## src/sv/sat_pkg.sv

```systemverilog
package sat_pkg;

  localparam int SAT_MAX_SECTIONS = 16;

  localparam logic [1:0] KIND_WRITE = 2'd0;
  localparam logic [1:0] KIND_V2F   = 2'd1;
  localparam logic [1:0] KIND_F2V   = 2'd2;

  typedef struct packed {
    logic        en;
    logic [3:0]  idx;
    logic [31:0] virt_base;
    logic [31:0] virt_size;
    logic [31:0] file_base;
    logic [31:0] file_size;
  } table_wr_t;

endpackage

```

## src/sv/sat_table.sv

```systemverilog
module sat_table import sat_pkg::*; #(
  parameter int MAX_SECTIONS = SAT_MAX_SECTIONS
) (
  input  logic                    clk,
  input  table_wr_t               wr,
  input  logic [4:0]              count,
  input  logic [1:0]              cmp_kind,
  input  logic [31:0]             cmp_addr,
  output logic [MAX_SECTIONS-1:0] hit,
  input  logic [1:0]              sel_kind,
  input  logic [MAX_SECTIONS-1:0] sel_onehot,
  output logic [31:0]             from_sel,
  output logic [31:0]             to_sel
);

  logic [31:0] vb [MAX_SECTIONS];
  logic [31:0] vs [MAX_SECTIONS];
  logic [31:0] fb [MAX_SECTIONS];
  logic [31:0] fs [MAX_SECTIONS];

  always_ff @(posedge clk) begin
    for (int i = 0; i < MAX_SECTIONS; i++) begin
      if (wr.en && (32'(wr.idx) == 32'(i))) begin
        vb[i] <= wr.virt_base;
        vs[i] <= wr.virt_size;
        fb[i] <= wr.file_base;
        fs[i] <= wr.file_size;
      end
    end
  end

  // one comparator pair per entry
  always_comb begin
    logic [31:0] base;
    logic [31:0] size;
    for (int i = 0; i < MAX_SECTIONS; i++) begin
      base = (cmp_kind == KIND_F2V) ? fb[i] : vb[i];
      size = (cmp_kind == KIND_F2V) ? fs[i] : vs[i];
      hit[i] = (32'(i) < 32'(count)) && (cmp_addr >= base) &&
               ((cmp_addr - base) < size);
    end
  end

  // and-or read of the winning entry
  always_comb begin
    from_sel = '0;
    to_sel   = '0;
    for (int i = 0; i < MAX_SECTIONS; i++) begin
      if (sel_onehot[i]) begin
        from_sel = from_sel | ((sel_kind == KIND_F2V) ? fb[i] : vb[i]);
        to_sel   = to_sel   | ((sel_kind == KIND_F2V) ? vb[i] : fb[i]);
      end
    end
  end

endmodule

```

## config.mk

```make
export PLATFORM = sky130hd
export DESIGN_NAME = sat_table
export DESIGN_NICKNAME = d
export VERILOG_FILES = /design/src/sv/sat_pkg.sv /design/src/sv/sat_table.sv
export SDC_FILE = /design/constraint.sdc
export NUM_CORES = 2
export LEC_CHECK = 0
export BUFFER_PORTS_ARGS = -buffer_cell sky130_fd_sc_hd__buf_2
export CAP_MARGIN = 20
export CORE_MARGIN = 4
export CORE_UTILIZATION = 45
export DETAILED_ROUTE_END_ITERATION = 10
export GPL_TIMING_DRIVEN = 0
export SETUP_SLACK_MARGIN = 0.15
export SLEW_MARGIN = 5
export SYNTH_ARGS = -nofsm -noshare
export SYNTH_HDL_FRONTEND = slang
export SYNTH_SLANG_ARGS = --single-unit
```

## constraint.sdc

```tcl
create_clock -name clk -period 12.3 [get_ports clk]
set_input_delay 1.23 -clock clk [delete_from_list [all_inputs] [get_ports clk]]
set_output_delay 1.23 -clock clk [all_outputs]
set_load 0.03 [all_outputs]
```

==> run summary <==
The number of antenna violations at the first check in global routing came out at 126. The startpoint identified for the worst hold timing path is wr[96]. The kind of critical path is in2out.

The tree built by TritonCTS fans out to 2048 sinks. Hold repair after CTS inserted 0 buffers. The area of combinational cells with multiple inputs came out at 60800 um2. The die width is 534 um.

The largest total area in the synthesized netlist belongs to sky130_fd_sc_hd__edfxtp_1. The worst supply voltage drop on vdd came out at 0.148 mV. The pin count of the biggest net entering global routing is 34. The H-tree was split into 4 levels.

The proportion of synthesized flip-flops having asynchronous set or reset is 0. The count of maximum capacitance violations came out at 0. The synthesis-stage register bit count is 2048.

The most utilized layer in the global route result is met2. The combined area of all synthesized cells is 124000 um2. The area used by sequential logic in the layout is 61500 um2.

The longest clock path from root to sink contains 4 buffers. TritonCTS built the clock tree. The share of the clock period used by the worst path is 1.02. In the post-route analysis, the smallest setup slack over all paths is -0.197 ns. The die is 534 um tall. The number of warning messages in the yosys log is 0. The worst hold path terminates at vb[1][160].

The routed design could run at a clock period as short as 12.50 ns. The setup-violating endpoint count in the final report came out at 2. The via count of the routed design is 112721. The number of enable-type register cells in the synthesized netlist came out at 2048. Ranked by total cell area, the synthesized netlist is headed by sky130_fd_sc_hd__edfxtp_1 (49%), sky130_fd_sc_hd__ha_1 (10%), sky130_fd_sc_hd__nand2_1 (9.9%), sky130_fd_sc_hd__mux2i_1 (8.0%), sky130_fd_sc_hd__xnor2_1 (2.3%).

The final-report max-slew violation count was 2. The number of antenna-violating nets in the routed design is 0. The total nets after synthesis is 12872.

The total area inside the core boundary comes to 274000 um2. Setup repair after global routing could not meet its margin everywhere. The global-route wire length before repair is 957 mm.

The first-pass iteration count of the detailed router is 11. The checks that failed: max-slew violations, negative setup slack. The total setup buffers inserted after CTS came out at 0. The worst setup path is launched from an input pin.

The largest single stage delay on the critical path is 0.65 ns. The met2 capacity usage during global routing is 0.674. After layout, the design draws a total of 19900 uW.

In this run the worst hold path is classified as in2reg. The count of input and output buffers is 251. In this run the power density over the cells is 138 nW/um2. After detailed routing, the number of remaining DRC violations is 0. Synthesis handed over a netlist of 11657 instances.

At the end of routability-driven placement, the weighted congestion stood at 1.14. The initial cell density of the core came out at 0.453. The mean cell area of the mapped netlist is 10.7 um2. The number of DRC markers after the initial detailed-route iteration is 21962. The share of cells above drive strength 1 is 0.105. After detailed routing, the number of vias per cell comes to 6.83. The floorplan has 192 rows. The kind of end point of the critical path is an output pin. The critical path data arrival time is 11.27 ns. The number of buffers created by CTS came out at 239. The total negative slack came out at -0.301 ns.

The maximum net fanout on the critical path is 10. The number of hold-slack violations in the final timing report was 0. Headroom to the max-slew limit came out at -0.0871.

Wires add up to 755 mm. Along the worst hold path, the cell count comes to 1. The master cell of the clock root buffer is sky130_fd_sc_hd__clkbuf_16. On the critical path, the stage with the largest delay is an instance of sky130_fd_sc_hd__clkdlybuf4s15_2. For this run, global-route usage on met3 was measured as 0.212.

Once detailed placement completed, the half-perimeter wirelength came to 580 mm. The via count of the first global-routing pass came to 99407. The fmax came out at 0.0800 GHz. In the synthesized netlist the dominant register cell turns out to be sky130_fd_sc_hd__edfxtp_1. During I/O placement, the number of pins put on the boundary was 271. The slew at the pin with the worst max-slew slack is 1.63 ns.

Fill cells in the final layout number 24240. The routed wirelength normalized by instance count is 45.8 um. For this run, global-route usage on met1 was measured as 0.604. After synthesis, the netlist uses 92 different library cells.

The area fraction of the dominant cell type after synthesis came out at 0.495. STA puts the critical path data required time at 11.07 ns. The flow ran to the end, but the final reports show violations. The clock slew seen by the registers of the worst setup and hold paths came out at 0.06 ns. The die outline area came out at 285000 um2.

The static leakage came out at 0.0584 uW. The sequential element share of the synthesized area came out at 0.495. The area growth from synthesis to layout is 15.8%. The total global-route track usage came out at 0.511. After global routing the overflow that remains totals 0.

The final net count is 13766.
flip-flops by register name (all words and copies together) (netlist names):
name / cells
fb: 512
fs: 512
vs: 512
vb: 512
report_power, final:
group	internal, uW	switching (uW)	total, uW
clock	4190	3200	7390
combinational	1420	3210	4630
sequential	7830	70.1	7900
total	13400	6480	19900
cells in the final DEF, fill, tap and decap left out, types with 118 or more instances in the layout:
| cell | netlist | final |
|---|---|---|
| sky130_fd_sc_hd__a21o_1 | 373 | 373 |
| sky130_fd_sc_hd__a21oi_1 | 537 | 534 |
| sky130_fd_sc_hd__a221oi_1 | 269 | 267 |
| sky130_fd_sc_hd__a22o_1 | 256 | 256 |
| sky130_fd_sc_hd__buf_2 | 2 | 297 |
| sky130_fd_sc_hd__buf_4 | 1 | 131 |
| sky130_fd_sc_hd__clkbuf_1 | 362 | 324 |
| sky130_fd_sc_hd__clkbuf_16 | 0 | 242 |
| sky130_fd_sc_hd__edfxtp_1 | 2048 | 2048 |
| sky130_fd_sc_hd__ha_1 | 1008 | 1008 |
| sky130_fd_sc_hd__inv_1 | 180 | 179 |
| sky130_fd_sc_hd__mux2i_1 | 993 | 925 |
| sky130_fd_sc_hd__nand2_1 | 3262 | 3262 |
| sky130_fd_sc_hd__nand4_1 | 224 | 224 |
| sky130_fd_sc_hd__nor2_1 | 265 | 253 |
| sky130_fd_sc_hd__nor2b_1 | 118 | 118 |
| sky130_fd_sc_hd__o21ai_0 | 256 | 251 |
| sky130_fd_sc_hd__xnor2_1 | 331 | 331 |
metrics by stage:
stage               area [um2]  utilization  instances  hold slack [ns]  worst slack [ns]
floorplan               124000            -      11657             1.33              1.14
global placement        130000        0.474      15594             1.67             -7.97
finish                  144000        0.525      16507            0.687            -0.197
CTS                     143000        0.522      16375            0.655             0.218
detailed placement      135000        0.493      15943             1.67            -0.481
global route            144000        0.524      16444            0.709            0.0667
logic make-up (layout without fill, tap and decap cells):
logic type / Yosys count / in the layout / share of synthesized area
and+or+nand+nor: 4248 / 4248 / 0.142
xor gates and xnor gates: 448 / 448 / 0.0316
DFF: 2048 / 2048 / 0.495
muxes: 1026 / 1026 / 0.0830
AOI/OAI and AO/OA: 2208 / 2208 / 0.125
other: 0 / 79 / 0
buffers and inverters: 655 / 1740 / 0.0200
adders and majority gates: 1024 / 1024 / 0.104
synthesized netlist by cell type (all sizes together) (45+ instances only):
cell    count
a211oi     45
a21o      374
a21oi     556
a221oi    273
a22o      256
buf       113
clkbuf    362
edfxtp   2048
ha       1008
inv       180
mux2i     993
nand2    3262
nand2b     99
nand3      89
nand4     224
nor2      265
nor2b     119
nor3       55
o21a       91
o21ai     294
o21bai     99
xnor2     331
xor2      117
worst max-delay path by stage:
stage,start,cells after the start,endpoint,slack (ns)
after floorplan,wr[131],2,fb[0][0],1.14
after global placement,wr[132],3,fb[12][24],-7.97
after detailed placement,cmp_kind[0],31,hit[9],-0.48
after CTS,cmp_kind[0],29,hit[9],0.22
after global routing,cmp_kind[1],29,hit[9],0.07
final,cmp_kind[0],34,hit[6],-0.20
cell type report:
| class | instances | area share |
|---|---|---|
| repair buffers | 653 | 0.0447 |
| clock inverters | 153 | 0.0110 |
| well taps | 3686 | 0.0320 |
| clock buffers | 279 | 0.0430 |
| plain buffers | 475 | 0.0137 |
| diodes | 79 | 0.00137 |
| flip-flops and latches | 2048 | 0.427 |
| inverters | 180 | 0.00469 |
| multi-input cells | 8954 | 0.422 |
timing repair:
| action | 4_1_cts | 5_1_grt |
|---|---|---|
| gates resized for setup | 6 | 14 |
| setup endpoints to repair | 2 | 6 |
| pin swaps | 0 | 0 |
critical path: cells and delay by family:
| family | cells | cell delay, ns |
|---|---|---|
| AO/OA/AOI/OAI | 14 | 3.94 |
| XOR/XNOR | 1 | 0.29 |
| adder cells (fa/ha/maj) | 2 | 0.79 |
| buffers and inverters | 10 | 3.58 |
| multiplexers | 1 | 0.20 |
| AND/OR/NAND/NOR | 6 | 1.14 |
routing by layer:
| metal | wire length (um) | part of all wire | up-vias |
|---|---|---|---|
| met2 | 286000 | 0.38 | 10234 |
| met5 | 556 | 0.00074 | - |
| met4 | 99700 | 0.13 | 24 |
| met1 | 258000 | 0.34 | 55038 |
| met3 | 111000 | 0.15 | 2478 |
| li1 | - | - | 44947 |
(Power assumes the default switching activity.)
