## config.mk

```make
export PLATFORM = sky130hd
export DESIGN_NAME = sat_prio
export DESIGN_NICKNAME = d
export VERILOG_FILES = /design/src/sv/sat_pkg.sv /design/src/sv/sat_prio.sv
export SDC_FILE = /design/constraint.sdc
export NUM_CORES = 1
export LEC_CHECK = 0
export BUFFER_PORTS_ARGS = -buffer_cell sky130_fd_sc_hd__buf_2
export CORE_AREA = 2 2 39 41
export DETAILED_ROUTE_END_ITERATION = 8
export DIE_AREA = 0 0 41 43
export PLACE_DENSITY = 0.64
export SETUP_SLACK_MARGIN = 0.15
export SLEW_MARGIN = 10
export SYNTH_ARGS = -nofsm -noshare
export SYNTH_HDL_FRONTEND = slang
export SYNTH_SLANG_ARGS = --single-unit
```

## constraint.sdc

```tcl
create_clock -name vclk -period 1.14
set_input_delay 0.057 -clock vclk [all_inputs]
set_output_delay 0.057 -clock vclk [all_outputs]
set_load 0.02 [all_outputs]
```

## src/sv/sat_pkg.sv

```systemverilog
package sat_pkg;

  localparam int SAT_MAX_SECTIONS = 16;

  localparam logic [1:0] KIND_WRITE = 2'd0;
  localparam logic [1:0] KIND_V2F   = 2'd1;
  localparam logic [1:0] KIND_F2V   = 2'd2;

  typedef struct packed {
    logic        en;
    logic [3:0]  idx;
    logic [31:0] virt_base;
    logic [31:0] virt_size;
    logic [31:0] file_base;
    logic [31:0] file_size;
  } table_wr_t;

endpackage

```

## src/sv/sat_prio.sv

```systemverilog
module sat_prio import sat_pkg::*; #(
  parameter int N    = SAT_MAX_SECTIONS,
  parameter int IDXW = 4
) (
  input  logic [N-1:0]    hit,
  output logic [N-1:0]    onehot,
  output logic [IDXW-1:0] idx,
  output logic            any
);

  // lowest set bit
  assign onehot = hit & (~hit + N'(1));
  assign any    = |hit;

  always_comb begin
    idx = '0;
    for (int i = 0; i < N; i++) begin
      if (onehot[i]) begin
        idx = idx | IDXW'(i);
      end
    end
  end

endmodule

```

==> results of run 1 <==
## Yosys cell counts (2+ instances only)
| cell type | instances |
|---|---|
| a21oi_1 | 2 |
| and2_1 | 2 |
| and3_2 | 3 |
| inv_1 | 4 |
| nand2_1 | 4 |
| nand3_1 | 2 |
| nor2_1 | 9 |
| nor3_1 | 2 |
| nor3b_1 | 3 |
| o21ai_0 | 2 |
| o32ai_1 | 2 |
## final timing paths
kind	startpoint	to	slack, ns	cells after the start
setup / recovery	hit[4]	onehot[9]	-0.12	7
hold / removal	hit[14]	onehot[15]	0.42	3
## per-stage QoR
stage / setup TNS, ns / power [mW] / cell area [um^2]
3_3_place_gp: -0.836 / 0.183 / 699
5_1_grt: -1.25 / 0.252 / 971
2_1_floorplan: 0 / 0.0725 / 397
6_report: -0.554 / 0.235 / 971
4_1_cts: -0.748 / 0.210 / 857
3_5_place_dp: -0.956 / 0.185 / 699
## area by class of cell
type | instances | share of cell area [%]
timing repair buffer | 56 | 49.5
tap | 16 | 2.06
multi-input combinational | 47 | 46.9
inverter | 4 | 1.55
## timing repair
| action | in CTS | in global routing |
|---|---|---|
| buffers inserted | 4 | 1 |
| setup endpoints to repair | 17 | 17 |
| gates resized for setup | 39 | 26 |
| pin swaps | 8 | 7 |
## power by group through the flow
stage / logic, mW / registers, mW / clock network [mW]
after global routing: 0.252 / 0 / 0
after floorplan: 0.0725 / 0 / 0
after detailed placement: 0.185 / 0 / 0
final: 0.235 / 0 / 0
after CTS: 0.210 / 0 / 0
after global placement: 0.183 / 0 / 0
## critical path, stage by stage
cell and delay [ns]:
buf_8 0.10, nor4_4 0.35, nand2_4 0.14, buf_6 0.14
buf_6 0.11, nor3b_4 0.16, buf_6 0.14
## routing by layer
metal / global-route usage [%] / vias up
li1: - / 310
met1: 19.0 / 280
met2: 35.0 / 28
met3: 0.524 / 0
met4: 0 / 0
met5: 0 / -
## logic make-up (layout without fill, tap and decap cells)
family / after synthesis / after routing / synth area share [%]
AO/OA/AOI/OAI: 11 / 11 / 22.8
buffers and inverters: 5 / 60 / 6.84
AND/OR/NAND/NOR: 36 / 36 / 70.3
==> results.toml, run 1 <==
[status]
status = "complete, but fails checks"
violations = "negative setup slack"

[timing]
period_minus_slack_ns = 1.26
tightest_slew_ns = 0.397
finalSetupViolations = 8
finalHoldViolations = 0
grt_setup_unrepaired = "true"
period_share_pct = 110
fmax_mhz = 795
final-max-slew-violation-count = 0
hold_ws_ns = 0.421
relSlewSlack_pct = 73.4
setup_ws_ns = -0.119

[synth]
syn_nets = 68
syn_area_per_cell_um2 = 6.33
synth_largest_area_cell = "nor2_1"
synth_area_leaders = "nor2_1, and3_2, nor3b_1"
synth.distinct_cells = 28
syn_area_um2 = 329
synth_cells = 52
synth_top_area_share_pct = 10.3
yosysSeqAreaShare_pct = 0
yosys_warnings = 0

[routing]
wl_um = 1640
wl_per_cell_um = 13.4
num_vias = 618
wl_met1_um = 567
wl_met2_um = 958
top_layer = "met3"
postRouteAntennaNets = 0
wl_met3_um = 119
first_pass_iters = 2
vias_per_cell = 5.02
drtIter0Drc = 4
drc_errors = 0

[place]
gp_congestion = 0.717
hpwl_um = 1140
pre_cts_ws_ns = -0.162
placed_cells = 118
io_buffers = 37

[floorplan]
dieArea_um2 = 1760
die_x_um = 41
coreArea_um2 = 1380
io_pins = 37
rows = 14
die_y_um = 43
start_util_pct = 23.8

[layout]
mostFrequentLayoutCell = "buf_6"
n_clock_buffer = 0
final_nets = 125
finalNonFillerCells = 123
drive_gt1_share_pct = 75.7
multi_input_area_um2 = 455
seq_cell_count = 0
regArea_um2 = 0
area_delta_synth_final_pct = 195
fin_util_pct = 70.2
final_cell_mix = "buf_6, buf_4, buf_2"
fillers = 109
diodes = 0

[setup_path]
critPathKind = "input pin to output pin"
worstSetupStartpointType = "input pin"
cp_data_required_time_ns = 1.08
critPathMaxFanout = 5
end_kind = "output pin"
worstPathArrival_ns = 1.20

[power_and_ir_drop]
sequentialPowerShare_pct = 0
power_switching_mw = 0.120
cell_internal_pwr_mw = 0.115
p_comb_share_pct = 100.0
ir_drop_uv = 124
total_leakage_power_nw = 0.452
pwr_density_cell_nw_per_um2 = 242
swShare_pct = 51.2
clockPowerShare_pct = 0

[hold_path]
hp-class = "input pin to output pin"

[global_routing]
grt_max_degree = 7
grtUsageTotal_pct = 17.3
grt-ovfl-total = 0
grt_pass1_wl_um = 2240
antenna_found_initial = 0
grt_pass1_vias = 576

[cts]
cts.hold.buffers_added = 0

[job]
drv_cap = 0
Power figures use the tool's default switching activity.
==> run 2, diff against run 1 <==
==> constraint.sdc (replaced) <==
create_clock -name vclk -period 1.2
set_input_delay 0.06 -clock vclk [all_inputs]
set_output_delay 0.06 -clock vclk [all_outputs]
set_load 0.02 [all_outputs]
==> run 2 against run 1 <==
Compared with the run above: the run still ends with negative setup slack left; global-route usage is 2.0 points higher; power down 8.7%; sequential share of layout area unchanged; final cell count increased by 2.4%; critical endpoint is now onehot[13]; routed wire length up 5.6%; combinational power is 8.5% lower; die area unchanged; hold slack got worse by 0.00074 ns; core utilization fell by 2.2 points; critical path depth is 1 lower; setup slack better by 0.063 ns; first-iteration DRC count grew 50%.
==> results.toml, run 2 (synthesis gave the netlist of run 1 again) <==
[routing]
wl_per_cell_um = 13.8
first_pass_iters = 4
num_vias = 627
postRouteAntennaNets = 0
vias_per_cell = 4.98
wl_um = 1740
drc_errors = 0
drtIter0Drc = 6

[layout]
finalNonFillerCells = 126
diodes = 0
final_cell_mix = "buf_4, buf_6, buf_2"
seq_cell_count = 0
fin_area_um2 = 941
n_clock_buffer = 0
area_delta_synth_final_pct = 186
mostFrequentLayoutCell = "buf_4"
regArea_um2 = 0
fin_util_pct = 68.0
final_nets = 128
drive_gt1_share_pct = 73.6

[floorplan]
coreArea_um2 = 1380
rows = 14
die_x_um = 41
dieArea_um2 = 1760
die_y_um = 43
io_pins = 37
start_util_pct = 23.8

[power_and_ir_drop]
sequentialPowerShare_pct = 0
total_power_mw = 0.215
power_switching_mw = 0.109
ir_drop_uv = 132
clockPowerShare_pct = 0
pwr_density_cell_nw_per_um2 = 228
swShare_pct = 50.7
p_comb_share_pct = 100.0
total_leakage_power_nw = 0.440
cell_internal_pwr_mw = 0.106

[setup_path]
cp_data_required_time_ns = 1.14
worstPathArrival_ns = 1.20
critPathKind = "input pin to output pin"
crit_start = "hit[3]"
critPathMaxFanout = 3
end_kind = "output pin"
worstSetupStartpointType = "input pin"

[timing]
period_share_pct = 105
tns_ns = -0.248
fmax_mhz = 797
final-max-slew-violation-count = 0
hold_ws_ns = 0.420
setup_ws_ns = -0.0553
finalHoldViolations = 0
relSlewSlack_pct = 78.2
period_minus_slack_ns = 1.26
grt_setup_unrepaired = "true"
finalSetupViolations = 9
tightest_slew_ns = 0.325

[global_routing]
grt_max_degree = 8
grtUsageTotal_pct = 19.3
antenna_found_initial = 0
grt_pass1_wl_um = 2480
grt-ovfl-total = 0
grt_pass1_vias = 613

[status]
status = "complete, but fails checks"
violations = "negative setup slack"

[place]
placed_area_um2 = 682
pre_cts_ws_ns = -0.0817
hpwl_um = 1090
io_buffers = 37
gp_congestion = 0.856
placed_cells = 119

[hold_path]
min-delay-start = "hit[14]"
hp-class = "input pin to output pin"

[cts]
cts.hold.buffers_added = 0

[job]
drv_cap = 0
-- run 2: changes by cell type in the layout (fill, tap and decap cells not counted), sizes merged --
cell | before | now
buf | 56 | 59
-- run 2: area by class of cell --
| type | instances | area [um^2] |
|---|---|---|
| well taps | 16 | 20.0 |
| fillers | 109 | 443 |
| repair buffers | 59 | 495 |
| multi-input cells | 47 | 410 |
| inverters | 4 | 15.0 |
-- run 2: what timing repair did --
action,in CTS,in global routing
endpoints found under the hold margin,0,0
gates resized for setup,41,17
pin swaps,7,8
endpoints found under the setup margin,17,17
buffers inserted,4,3
-- run 2: final timing paths --
path / endpoint / slack [ns] / cells after the start
worst min-delay path: onehot[15] / 0.42 / 3
worst max-delay path: onehot[13] / -0.06 / 6
-- run 2: power groups by stage --
stage          clock (mW)  combinational (mW)  sequential (mW)
6_report                0               0.215                0
3_5_place_dp            0               0.169                0
3_3_place_gp            0               0.166                0
2_1_floorplan           0              0.0644                0
4_1_cts                 0               0.190                0
5_1_grt                 0               0.231                0
-- run 2: critical path, stage by stage --
cell and delay, ns:
buf_8 0.11, nor4_4 0.31, nand2_2 0.14, nor3_4 0.20
and4b_2 0.26, buf_6 0.11
-- run 2: layer usage --
metal | wire, um | vias to the layer above | GRT usage, %
met3 | 76 | 2 | 0.524
met4 | 23 | 0 | 6.00
met2 | 944 | 21 | 33.4
met5 | 0 | - | 0
met1 | 691 | 291 | 24.1
li1 | - | 313 | -
==> run 3, diff against run 2 <==
--- a/config.mk
+++ b/config.mk
@@ -5,11 +5,13 @@
 export SDC_FILE = /design/constraint.sdc
 export NUM_CORES = 1
 export LEC_CHECK = 0
+export ABC_AREA = 1
 export BUFFER_PORTS_ARGS = -buffer_cell sky130_fd_sc_hd__buf_2
-export CORE_AREA = 2 2 39 41
+export CORE_AREA = 10 10 47 49
 export DETAILED_ROUTE_END_ITERATION = 8
-export DIE_AREA = 0 0 41 43
-export PLACE_DENSITY = 0.64
+export DIE_AREA = 0 0 57 59
+export PLACE_DENSITY = 0.81
+export RECOVER_POWER = 50
 export SETUP_SLACK_MARGIN = 0.15
 export SLEW_MARGIN = 10
 export SYNTH_ARGS = -nofsm -noshare
==> run 3 against run 2 <==
Compared with the run above: the run now ends clean; global-route usage shrank 9.0 points; sequential share of layout area is the same; sequential cell count is the same; final cell count grew 31%; critical endpoint is now idx[3]; critical path type unchanged; highest routed layer unchanged; largest power group unchanged; via count grew 31%.
==> results.toml, run 3 <==
[setup_path]
critPathTopFamily = "simple AND/OR/NAND/NOR gates"
worstSetupStartpointType = "input pin"
worst-path-buf-inv = 2
end_kind = "output pin"
critical-path-max-stage-delay_ns = 0.20
critPathMaxFanout = 6
critPathKind = "input pin to output pin"
crit_slowest_cell = "nor2_8"
cp_data_required_time_ns = 1.14
crit_chain = "buf_8 > nor2_4 > nand2_4 > nor2_8 > nand2_1 > nand3_1 > nor2_1 > nand2_2 > buf_6"
worstPathArrival_ns = 1.06

[global_routing]
grt_pass1_vias = 713
grt-ovfl-total = 0
grt_max_degree = 7
antenna_found_initial = 0
grt_pass1_wl_um = 3060
grtUsageTotal_pct = 10.3

[layout]
regArea_um2 = 0
mostFrequentLayoutCell = "nor2_1"
multi_input_area_um2 = 498
finalNonFillerCells = 165
fin_util_pct = 63.3
final_cell_mix = "nor2_1, inv_1, nand2_1"
diodes = 0
n_clock_buffer = 0
area_delta_synth_final_pct = 64.5
final_nets = 167
fillers = 136
drive_gt1_share_pct = 42.3
seq_cell_count = 0

[timing]
tns_ns = 0
setup_ws_ns = 0.0801
grt_setup_unrepaired = "true"
relSlewSlack_pct = 82.0
fmax_mhz = 893
finalSetupViolations = 0
period_minus_slack_ns = 1.12
period_share_pct = 93.3
tightest_slew_ns = 0.272
final-max-slew-violation-count = 0
finalHoldViolations = 0

[routing]
drc_errors = 0
num_vias = 819
wl_um = 2130
postRouteAntennaNets = 0
first_pass_iters = 5
drtIter0Drc = 19
wl_per_cell_um = 12.9
vias_per_cell = 4.96

[cts]
cts.hold.buffers_added = 0

[status]
status = "finished, final reports clean"

[job]
drv_cap = 0

[synth]
syn_area_per_cell_um2 = 4.95
yosys_warnings = 0
synth_top_area_share_pct = 20.9
synth.distinct_cells = 17
syn_area_um2 = 539
synth_largest_area_cell = "nand2_1"
synth_area_leaders = "nand2_1, nor2_1, inv_1"
yosysSeqAreaShare_pct = 0
yosys-top-cells-count = "nand2_1, nor2_1, inv_1, nor2_4, nand3_1"
synth_most_common_cell = "nand2_1"
synth_cells = 109
syn_nets = 125

[floorplan]
dieArea_um2 = 3360
die_x_um = 57
rows = 14
die_y_um = 59
io_pins = 37
coreArea_um2 = 1400
start_util_pct = 38.5

[place]
io_buffers = 37
gp_congestion = 0.849
placed_cells = 161
hpwl_um = 1590
pre_cts_ws_ns = 0.0630

[power_and_ir_drop]
p_comb_share_pct = 100.0
ir_drop_uv = 157
swShare_pct = 59.2
total_leakage_power_nw = 0.579
cell_internal_pwr_mw = 0.0813
clockPowerShare_pct = 0
pwr_density_cell_nw_per_um2 = 225
power_switching_mw = 0.118
sequentialPowerShare_pct = 0

[hold_path]
hp-class = "input pin to output pin"
==> run 3: cell count changes after synthesis, sizes merged, moves of 2 or more <==
| cell | change |
|---|---|
| nand2 | +28 |
| nor2 | +26 |
| inv | +22 |
| nand3 | +6 |
| and3 | -4 |
| nor3b | -4 |
| nor4 | -3 |
| and2 | -2 |
| o32ai | -2 |
==> run 3: timing repair <==
action,in CTS,in global routing
buffers inserted,4,0
endpoints found under the hold margin,0,0
resized for setup,12,25
setup endpoints to repair,4,6
pin swaps,7,9
==> run 3: final cells by class <==
cell class	count	area share, %
inverters	26	11.0
well taps	16	2.26
repair buffers	41	30.6
multi-input cells	82	56.1
==> run 3: path summary, 6_finish.rpt <==
check,startpoint,to,depth (start not counted)
max,hit[5],idx[3],9
min,hit[0],onehot[0],2
==> run 3: through the flow <==
stage | area, um^2 | power [mW] | hold WS [ns]
after floorplan | 539 | 0.0923 | 0.200
after global placement | 737 | 0.153 | 0.408
after detailed placement | 737 | 0.156 | 0.410
after CTS | 811 | 0.180 | 0.361
after global routing | 887 | 0.213 | 0.397
final | 887 | 0.199 | 0.387
==> run 3: cells by family (layout without fill, tap and decap cells) <==
group                  Yosys count  in the layout  synth area share [%]
AOI/OAI and AO/OA                3              3                  3.25
buffers and inverters           27             67                  19.5
and+or+nand+nor                 79             79                  77.3
==> run 3: per-layer routing <==
metal | track usage (%) | vias up | routed length [um]
met5 | 0 | - | 0
met4 | 1.68 | 0 | 17
met3 | 0.429 | 2 | 51
met2 | 21.9 | 27 | 1250
met1 | 10.6 | 390 | 816
li1 | - | 400 | -
==> run 3: power by group through the flow <==
stage | clock, mW | combinational [mW] | sequential, mW
floorplan | 0 | 0.0923 | 0
global placement | 0 | 0.153 | 0
detailed placement | 0 | 0.156 | 0
CTS | 0 | 0.180 | 0
global route | 0 | 0.213 | 0
finish | 0 | 0.199 | 0
